==> src/rtl/sbp_pkg.sv <==
`timescale 1ns / 1ps
// Shared types and constants for the six-button pad select-line sequencer.
// No dependencies; every other file imports this package.
package sbp_pkg;

   // Item kinds carried on the request channel.
   typedef enum logic [1:0] {
      KIND_READ  = 2'd0,
      KIND_WRITE = 2'd1,
      KIND_TICK  = 2'd2,
      KIND_NONE  = 2'd3
   } kind_type;

   // Bit of the written byte that carries the select (TH) line.
   localparam int unsigned TH_BIT = 6;

   // Idle counter value that must be exceeded before a pad's phase resets.
   localparam logic [4:0] IDLE_LIMIT = 5'd25;

   // Port value with no line pulled low, and the masks that force bits low.
   localparam logic [6:0] PORT_IDLE = 7'h7F;
   localparam logic [6:0] MASK_LOW  = 7'h33;
   localparam logic [6:0] MASK_ZERO = 7'h30;
   localparam logic [6:0] MASK_ONES = 7'h3F;

   // Per-pad update controls driven by the top level for one transfer.
   typedef struct packed {
      logic write;   // a write addresses this pad
      logic th;      // select level being written
      logic tick;    // timing tick for all pads
      logic six;     // pad is configured as six-button
   } pad_ctrl_type;

endpackage

==> src/rtl/sbp_pad_cell.sv <==
`timescale 1ns / 1ps
// State of one pad: select level, phase counter and idle counter.
// Depends on sbp_pkg.
module sbp_pad_cell
   import sbp_pkg::*;
(
   input  logic         clock,
   input  logic         reset,
   input  pad_ctrl_type ctrl,
   output logic         select_line,
   output logic [1:0]   phase_count
);

   logic       select_ff, select_in;
   logic [1:0] phase_ff, phase_in;
   logic [4:0] idle_ff, idle_in;

   always_comb begin
      select_in = select_ff;
      phase_in  = phase_ff;
      idle_in   = idle_ff;
      if (ctrl.write) begin
         // A rising select edge steps the six-button sequence.
         if (ctrl.six && !select_ff && ctrl.th) begin
            phase_in = phase_ff + 2'd1;
            idle_in  = '0;
         end
         select_in = ctrl.th;
      end else if (ctrl.tick && ctrl.six) begin
         if (idle_ff > IDLE_LIMIT) begin
            phase_in = '0;
            idle_in  = '0;
         end else begin
            idle_in = idle_ff + 5'd1;
         end
      end
   end

   always_ff @(posedge clock) begin
      if (reset) begin
         select_ff <= 1'b1;
         phase_ff  <= '0;
         idle_ff   <= '0;
      end else begin
         select_ff <= select_in;
         phase_ff  <= phase_in;
         idle_ff   <= idle_in;
      end
   end

   assign select_line = select_ff;
   assign phase_count = phase_ff;

endmodule

==> src/rtl/sbp_port_fmt.sv <==
`timescale 1ns / 1ps
// Forms the seven active-low port bits from select level, phase and buttons.
// Depends on sbp_pkg.
module sbp_port_fmt
   import sbp_pkg::*;
(
   input  logic        select_line,
   input  logic [1:0]  phase_count,
   input  logic        six,
   input  logic [11:0] buttons,
   output logic [6:0]  read_data
);

   logic [2:0] code;
   logic       up, down, left, right, ba, bb, bc, st, bx, by, bz, md;

   assign {md, bz, by, bx, st, bc, bb, ba, right, left, down, up} = buttons;

   // The phase only matters for six-button pads.
   assign code = six ? {phase_count, select_line} : {2'b00, select_line};

   always_comb begin
      unique case (code)
         3'd1, 3'd3, 3'd5:
            read_data = {1'b1, ~bc, ~bb, ~right, ~left, ~down, ~up};
         3'd0, 3'd2:
            read_data = {1'b1, ~st, ~ba, 2'b11, ~down, ~up} & MASK_LOW;
         3'd4:
            read_data = {1'b1, ~st, ~ba, 4'hF} & MASK_ZERO;
         3'd6:
            read_data = {1'b1, ~st, ~ba, 4'hF} & MASK_ONES;
         3'd7:
            read_data = {1'b1, ~bc, ~bb, ~md, ~bx, ~by, ~bz};
      endcase
   end

endmodule

==> src/rtl/six_button_pad_th_sequencer.sv <==
`timescale 1ns / 1ps
// Top level of the multiplexed game pad port sequencer.
// Depends on sbp_pkg, sbp_pad_cell and sbp_port_fmt.
//
//   Channel   Direction   Ports                                         Moves
//   req       in          req_valid, req_stall, req_kind, req_pad_index,
//                         req_write_data, req_buttons                   one item
//   rsp       out         rsp_valid, rsp_stall, rsp_read_data           one result
//   csr       in          csr_wr_en, csr_wr_data                        mask write
//
// Each item is decoded, the pad state is updated and a read's result is
// loaded into the output stage at the same clock edge. A result appears
// on rsp in the cycle after its read transfer when the output register is
// free, and otherwise follows the result ahead of it once that one has been
// taken. Writes and ticks give no result. Reset sets all select lines high
// and clears phases, idle counters and the six-button mask. A second output
// entry lets one more read be taken while a result is stalled; req_stall
// only rises when both entries hold results.
module six_button_pad_th_sequencer
   import sbp_pkg::*;
#(
   parameter int unsigned NUM_PADS = 8
) (
   input  logic        clock,
   input  logic        reset,
   input  logic        req_valid,
   output logic        req_stall,
   input  logic [1:0]  req_kind,
   input  logic [2:0]  req_pad_index,
   input  logic [7:0]  req_write_data,
   input  logic [11:0] req_buttons,
   output logic        rsp_valid,
   input  logic        rsp_stall,
   output logic [6:0]  rsp_read_data,
   input  logic        csr_wr_en,
   input  logic [7:0]  csr_wr_data
);

   logic [7:0]   six_mask_ff, six_mask_in;
   logic         out_valid_ff, out_valid_in;
   logic [6:0]   out_data_ff, out_data_in;
   logic         skid_valid_ff, skid_valid_in;
   logic [6:0]   skid_data_ff, skid_data_in;

   kind_type     kind;
   logic         req_fire, rsp_fire, new_rsp, pad_in_range;
   logic         pad_select, pad_six;
   logic [1:0]   pad_phase;
   logic [6:0]   fmt_data, new_data;

   logic [NUM_PADS-1:0]       select_vec;
   logic [NUM_PADS-1:0][1:0]  phase_vec;
   pad_ctrl_type              ctrl_vec [NUM_PADS];

   assign kind      = kind_type'(req_kind);
   assign req_stall = skid_valid_ff;
   assign req_fire  = req_valid && !req_stall;
   assign rsp_fire  = out_valid_ff && !rsp_stall;

   // Configuration register; user must write it only while idle (not checked).
   assign six_mask_in = csr_wr_en ? csr_wr_data : six_mask_ff;

   assign pad_in_range = 32'(req_pad_index) < NUM_PADS;

   // One state cell per pad; each sees only its own write strobe.
   for (genvar p = 0; p < NUM_PADS; p++) begin : g_pad
      always_comb begin
         ctrl_vec[p].write = req_fire && (kind == KIND_WRITE) && (req_pad_index == 3'(p));
         ctrl_vec[p].th    = req_write_data[TH_BIT];
         ctrl_vec[p].tick  = req_fire && (kind == KIND_TICK);
         ctrl_vec[p].six   = six_mask_ff[p];
      end

      sbp_pad_cell u_cell (
         .clock       (clock),
         .reset       (reset),
         .ctrl        (ctrl_vec[p]),
         .select_line (select_vec[p]),
         .phase_count (phase_vec[p])
      );
   end

   // Pick the addressed pad's state for a read.
   always_comb begin
      pad_select = 1'b1;
      pad_phase  = '0;
      pad_six    = 1'b0;
      for (int p = 0; p < NUM_PADS; p++) begin
         if (req_pad_index == 3'(p)) begin
            pad_select = select_vec[p];
            pad_phase  = phase_vec[p];
            pad_six    = six_mask_ff[p];
         end
      end
   end

   sbp_port_fmt u_fmt (
      .select_line (pad_select),
      .phase_count (pad_phase),
      .six         (pad_six),
      .buttons     (req_buttons),
      .read_data   (fmt_data)
   );

   assign new_rsp  = req_fire && (kind == KIND_READ);
   assign new_data = pad_in_range ? fmt_data : PORT_IDLE;

   // Output register with one skid entry behind it.
   always_comb begin
      out_valid_in  = out_valid_ff;
      out_data_in   = out_data_ff;
      skid_valid_in = skid_valid_ff;
      skid_data_in  = skid_data_ff;
      if (skid_valid_ff) begin
         if (rsp_fire) begin
            out_data_in   = skid_data_ff;
            skid_valid_in = 1'b0;
         end
      end else if (!out_valid_ff || rsp_fire) begin
         out_valid_in = new_rsp;
         out_data_in  = new_data;
      end else if (new_rsp) begin
         skid_valid_in = 1'b1;
         skid_data_in  = new_data;
      end
   end

   always_ff @(posedge clock) begin
      if (reset) begin
         six_mask_ff   <= '0;
         out_valid_ff  <= 1'b0;
         skid_valid_ff <= 1'b0;
      end else begin
         six_mask_ff   <= six_mask_in;
         out_valid_ff  <= out_valid_in;
         skid_valid_ff <= skid_valid_in;
      end
   end

   always_ff @(posedge clock) begin
      out_data_ff  <= out_data_in;
      skid_data_ff <= skid_data_in;
   end

   assign rsp_valid     = out_valid_ff;
   assign rsp_read_data = out_data_ff;

endmodule

==> config.mk <==
export PLATFORM = sky130hd
export DESIGN_NAME = six_button_pad_th_sequencer
export DESIGN_NICKNAME = d
export VERILOG_FILES = /design/src/rtl/sbp_pkg.sv /design/src/rtl/sbp_pad_cell.sv /design/src/rtl/sbp_port_fmt.sv /design/src/rtl/six_button_pad_th_sequencer.sv
export SDC_FILE = /design/constraint.sdc
export NUM_CORES = 1
export LEC_CHECK = 0
export ABC_AREA = 1
export ABC_CLOCK_PERIOD_IN_PS = 2000
export BUFFER_PORTS_ARGS = -buffer_cell sky130_fd_sc_hd__clkbuf_2
export CORE_UTILIZATION = 30
export CTS_CLUSTER_DIAMETER = 150
export DETAILED_ROUTE_END_ITERATION = 16
export SYNTH_ARGS = -nofsm -noshare
export SYNTH_HDL_FRONTEND = slang
export SYNTH_SLANG_ARGS = --single-unit
==> constraint.sdc <==
create_clock -name clock -period 2 [get_ports clock]
set_input_delay 0 -clock clock [delete_from_list [all_inputs] [get_ports clock]]
set_output_delay 0 -clock clock [all_outputs]
set_load 0.01 [all_outputs]
Word level (Yosys, flattened, before mapping)
Index checks and enable logic that the tools add are counted.
{ "word_totals": {"mem_bits_ro": 0, "reg_bits": 88, "ramBits": 0, "mem_count": 0, "latch_bits": 0, "output_inout_bits": 9} }
{ "op_classes": {"shifts": 0, "order_cmp": 8, "div_mod_pow": 0, "eq_ne": 25, "n_reduce_logical": 90, "n_mul": 0, "n_addsub": 16, "n_mux": 97, "bitwise": 14} }
{ "op_table": {"columns": ["op", "n"], "rows": [
  ["5-bit two-way mux", 32],
  ["2-bit two-way mux", 40],
  ["5-bit by 1-bit adder with 5-bit output (second input constant)", 8],
  ["5-bit greater-than comparator (second input constant)", 8],
  ["1-bit logical AND", 37],
  ["7-bit one-hot mux with 5 select lines", 1],
  ["2-bit nonzero test", 17],
  ["3-bit AND reduction", 9],
  ["3-bit == test (second input constant)", 8],
  ["7-bit two-way mux", 3],
  ["1-bit two-way mux", 20],
  ["2-bit AND reduction", 10],
  ["2-bit by 1-bit inequality test with 1-bit output (second input constant)", 9],
  ["2-bit by 1-bit adder with 2-bit output (second input constant)", 8],
  ["1-bit inverter", 14],
  ["3-bit by 2-bit == test with 1-bit output (second input constant)", 4],
  ["1-bit logical NOT", 11],
  ["3-bit by 1-bit == test with 1-bit output (second input constant)", 2],
  ["3-bit logical NOT", 2],
  ["3-bit two-way mux", 1],
  ["3-bit OR reduction", 1],
  ["2-bit by 1-bit == test with 1-bit output (second input constant)", 1],
  ["2-bit == test (second input constant)", 1],
  ["2-bit logical NOT", 1],
  ["2 further kinds", 2]
]} }

Depth between registers and ports, before layout
{ "depth": {"word_depth": 15, "depth_mapped": 17, "depth_no_buf": 16} }

Cells and area by module
Synthesis repeated with hierarchy kept, for this count alone.
{ "hier_totals": {"hier_cells": 711, "area_unflattened_um2": 5109.9} }
{ "by_module_without_submodules": {"columns": ["module", "area_per_inst_um2", "cells_per_inst", "instances"], "rows": [
  ["sbp_pad_cell", 461.7, 64, 8],
  ["six_button_pad_th_sequencer", 1271.2, 164, 1],
  ["sbp_port_fmt", 145.1, 35, 1]
]} }

Worst setup path before layout
Ideal clock, no wire load.
{ "synth_path": {"kind": "register to register", "start": "reg skid_valid_ff, in the netlist req_stall", "end": "reg g_pad[0].u_cell.phase_ff[1]", "period_less_slack_ns": 1.779, "path_slack_ns": 0.221, "path_stages_with_launch": 14, "arrival_time_ns": 1.647, "setup_time_ns": 0.132, "path_cell_list": "dfxtp_1 -> buf_2 -> inv_4 -> nand2_4 -> nor2_8 -> nand2_1 -> nor2_1 -> nand3_1 -> nand2_1 -> nand2_1 -> inv_1 -> o21ai_0 -> nand2_1 -> a21oi_1"} }
{ "synth_via": {"elab_chain_len": 6, "word_cells_on_any_way": 11, "cone_classes": "eq/ne (1); mux (1); reduce/logical (9)"} }
{ "synth_rtl": {"columns": ["element", "line", "text"], "rows": [
  ["from (decl)", "six_button_pad_th_sequencer.sv:42", "logic skid_valid_ff, skid_valid_in;"],
  ["from (signal assigned)", "six_button_pad_th_sequencer.sv:136", "skid_valid_ff <= skid_valid_in;"],
  ["1-bit logical NOT *", "six_button_pad_th_sequencer.sv:57", "assign req_fire = req_valid && !req_stall;"],
  ["1-bit logical AND *", "six_button_pad_th_sequencer.sv:57", null],
  ["1-bit logical AND (on tied branches)", "six_button_pad_th_sequencer.sv:68, six_button_pad_th_sequencer.sv:70", null],
  ["1-bit logical AND (on tied branches)", "six_button_pad_th_sequencer.sv:68, sbp_pad_cell.sv:29", null],
  ["2-bit by 1-bit inequality test with 1-bit output (no source line) or 2-bit nonzero test (tied branches)", null, null],
  ["3-bit AND reduction (no source line)", null, null],
  ["to (signal assigned)", "sbp_pad_cell.sv:46", "phase_ff <= phase_in;"],
  ["to (decl)", "sbp_pad_cell.sv:15", "logic [1:0] phase_ff, phase_in;"]
]} }
Mark *: on every way between the ends. The rest lies on a longest branch, timed or not.
A chain may end at the register's enable or synchronous reset.

Worst setup path after layout
{ "layout_path": {"start": "in req_kind[1]", "end": "reg g_pad[1].u_cell.phase_ff[1]"} }
{ "layout_via": {"elab_chain_len": 5, "word_cells_on_any_way": 11, "cone_classes": "eq/ne (3); mux (1); reduce/logical (7)"} }
{ "layout_rtl": {"columns": ["element", "line", "text"], "rows": [
  ["from (decl)", "six_button_pad_th_sequencer.sv:28", "input logic [1:0] req_kind,"],
  ["2-bit by 1-bit == test with 1-bit output or 2-bit == test (tied branches)", "six_button_pad_th_sequencer.sv:68, six_button_pad_th_sequencer.sv:70", null],
  ["1-bit logical AND (on tied branches)", "six_button_pad_th_sequencer.sv:68, six_button_pad_th_sequencer.sv:70", null],
  ["1-bit logical AND (on tied branches)", "six_button_pad_th_sequencer.sv:68, sbp_pad_cell.sv:29", null],
  ["2-bit by 1-bit inequality test with 1-bit output (no source line) or 2-bit nonzero test (tied branches)", null, null],
  ["3-bit AND reduction (no source line)", null, null],
  ["to (signal assigned)", "sbp_pad_cell.sv:46", null],
  ["to (decl)", "sbp_pad_cell.sv:15", null]
]} }
Parallel ways exist; a longest one is shown, timed or not.

==> key figures <==
GRT
  • Congestion Overflow GR: 0
  • GRT Total Usage: 0.143
  • GR met1 Demand/Resource: 0.193
  • GR peak layer: met2
  • Met3 Resource Use GR: 0.0309
  • Antenna violations before repair: 0
  • First-pass GRT wire length: 17000 um
  • Largest net degree at the start of global routing: 16
  • Vias in the first global route: roughly 3600
  • Met2 Track Usage GR: 0.224

Synth
  • Syn nets: between 600 and 700
  • Asr flop ratio synth: 0
  • Most numerous cell in the Yosys netlist: nand2_1
  • Synth area leader: dfxtp_1
  • Mapped Cells: roughly 580
  • Post-synth top cells: nand2_1, dfxtp_1, inv_1
  • Largest cells by area after synthesis: dfxtp_1, nand2_1, edfxtp_1
  • Yosys cell types: 43
  • Top cell type's share of synthesized area: 0.338
  • Post-synthesis sequential area ratio: 0.434
  • Post-synth EDFFs: 14
  • Top FF cell, synth: dfxtp_1
  • Synth Cell Area: about 4400 um^2
  • FF+latch count, synth: 88
  • Syn. warnings: 0
  • Post-Syn Area per Cell: about 7.5 um^2

STA
  • Final hold vios: 0
  • Setup TNS: 0 ns
  • Rel. slew slack: 0.711
  • Measured slew at the worst slew-check pin: between 0.4 and 0.5 ns
  • Final setup viols: 0
  • Pins Over Slew Limit: 0
  • Final period util: 0.916
  • RSZ-0062 raised after global routing: false
  • Layout Skew: approximately 0.0055 ns
  • Fmax: approximately 550 MHz
  • Post-layout min period: between 1.5 and 2 ns
  • Hold WS: around 0.018 ns

Floorplan
  • Initial Util: 0.311
  • Die W: 123 um
  • Row cnt: 43
  • Die height: ~120 um
  • Ports: 47
  • Core Region: approximately 14000 um^2
  • DIE AREA: approximately 15000 um^2

Route
  • Avg WL per Cell: around 12 um
  • DR vias/cell: ~4.7
  • TritonRoute pass-1 iters: 5
  • Post-route ant nets: 0
  • Detailed-route via count: ~4000
  • DRT Wirelength: 9780 um
  • DR DRC count: 0
  • Drt first-iter violations: around 190

Clock network
  • Root Buffer: clkbuf_16
  • Worst-case clock buffer depth: 2
  • Total CTS buffers: 9
  • CTS H-Tree Depth: 3
  • Clk pin slew, worst setup/hold paths: 0.06 ns
  • Clock sinks: just under 90
  • CTS tree: yes
  • Clock latency at the later pin of the worst-skew pair: around 0.34 ns
  • Post-CTS Setup Repair Bufs: 0

Cells and area
  • Storage cell area: 1900 um^2
  • Area grow syn2layout: 20.6%
  • Final Cell Area: ~5300 um^2
  • Fin util: 0.375
  • Multi-input gate area: about 2200 um^2
  • Fill count: between 1000 and 1500
  • Ant diodes: 0
  • Net count, final: 702
  • Fraction of layout cells with a size suffix above 1: 0.142

Worst setup path
  • WP data required: around 2.2 ns
  • CP Launch Point: req_kind[1]
  • Crit end category: flip-flop
  • Startpoint types: input port
  • Critical path data arrival time: between 2 and 2.5 ns
  • Reg2Reg Depth: 12
  • Critical Path End: g_pad[1].u_cell.phase_count[1]$_SDFFE_PP0P_
  • Crit path max fanout: 8
  • Reg2Reg Setup Slack: between 0.2 and 0.25 ns
  • Crit Path Class: input port to flip-flop
  • FF-to-FF End: g_pad[1].u_cell.phase_count[1]$_SDFFE_PP0P_
  • R2r startpoint: req_stall$_SDFF_PP0_

Placed design
  • Port buffer count: 39
  • Post-DP Area: 4840 um^2
  • GP Congestion: a little under 0.9
  • Post-DP HPWL: between 7000 and 8000 um

Power
  • PwrDens: 722 nW/um^2
  • Max IR drop VDD: around 0.47 mV
  • LEAKAGE: 0.00227 uW

Min path
  • Hold wc startpoint: req_buttons[0]
  • Worst Hold Class: input port to flip-flop

Run status
  • Run status: finished, final reports clean

Job
  • Max-cap violations: 0
-- per-stage QoR --
step	cells	power (uW)	setup slack [ns]
finish	833	3820	0.167
global route	833	3980	0.00150
CTS	833	3870	0.0763
detailed placement	803	2160	0.207
global placement	803	2160	0.214
floorplan	582	2050	0.221
-- critical path: stages --
cell and delay [ns]:
dlygate4sd3_1 0.54, clkbuf_2 0.12, inv_1 0.08, nand2_1 0.12, nor2_8 0.19, inv_2 0.09, nor2_1 0.18, nand4_1 0.16
nand2_2 0.17, nand2_1 0.10, clkinv_1 0.07, o21ai_0 0.11, nand2_1 0.08, a21oi_1 0.05
-- cell usage in the layout (no fill, tap or decap), drive strengths merged --
master,instances
nand4,11
a21oi,58
o211ai,8
nand3b,1
inv,78
and3,9
o21ai,32
nor2,64
a211oi,8
buf,9
dlymetal6s4s,1
a31oi,1
o32ai,2
ha,16
bufinv,1
nor3b,1
o41ai,2
clkbuf,48
dlygate4sd3,13
xor2,4
o211a,4
clkinvlp,5
clkinv,2
edfxtp,14
or3b,1
o21a,1
nand3,25
dfxtp,74
nand2,130
or2,4
nor3,26
-- flip-flops by register name, indices dropped and copies added, names as in the netlist --
| name | count |
|---|---|
| g_pad.u_cell.select_line | 8 |
| rsp_read_data | 7 |
| rsp_valid | 1 |
| g_pad.u_cell.idle_ff | 40 |
| g_pad.u_cell.phase_count | 16 |
| six_mask_ff | 8 |
| skid_data_ff | 7 |
| req_stall | 1 |
-- cell type report --
type,instances,share of cell area
Tap cell,180,0.0426
Clock buffer,9,0.0426
Sequential cell,88,0.359
Inverter,79,0.0570
Multi-Input combinational cell,408,0.408
Timing Repair Buffer,62,0.0766
Clock inverter,7,0.0135
-- kinds of logic after synthesis --
kind of cell	after synthesis	share of synthesized area
compound gates	116	0.158
xor+xnor	4	0.00799
fa+ha+maj	16	0.0456
buf+inv	86	0.0762
flops	88	0.434
simple gates	272	0.279
-- what timing repair did --
| action | CTS | global route |
|---|---|---|
| endpoints found under the setup margin | 0 | 6 |
| hold buffers | 14 | 0 |
| endpoints found under the hold margin | 12 | 0 |
| resized for setup | 0 | 5 |
-- how the worst min path moves through the flow --
stage,to,slack [ns],cells past startpoint
floorplan,g_pad[3].u_cell.select_line$_SDFFE_PP1P_,0.1,2
global placement,six_mask_ff[0]$_SDFFE_PP0P_,0.23,3
detailed placement,six_mask_ff[0]$_SDFFE_PP0P_,0.23,3
CTS,skid_data_ff[0]$_DFFE_PP_,0.01,4
global route,skid_data_ff[1]$_DFFE_PP_,0.04,4
finish,skid_data_ff[0]$_DFFE_PP_,0.02,4
-- layer usage --
metal  routed length, um  vias up
met5                   0        -
met4                 126        0
met3                 342       11
met2                4290       54
met1                5020     1772
li1                    -     2072
-- power breakdown --
part / switching [uW] / internal, uW
logic: 178 / 108
registers: 22.3 / 1830
clock network: 712 / 965
total: 912 / 2910
No activity file was read; power rests on OpenSTA's default activity.
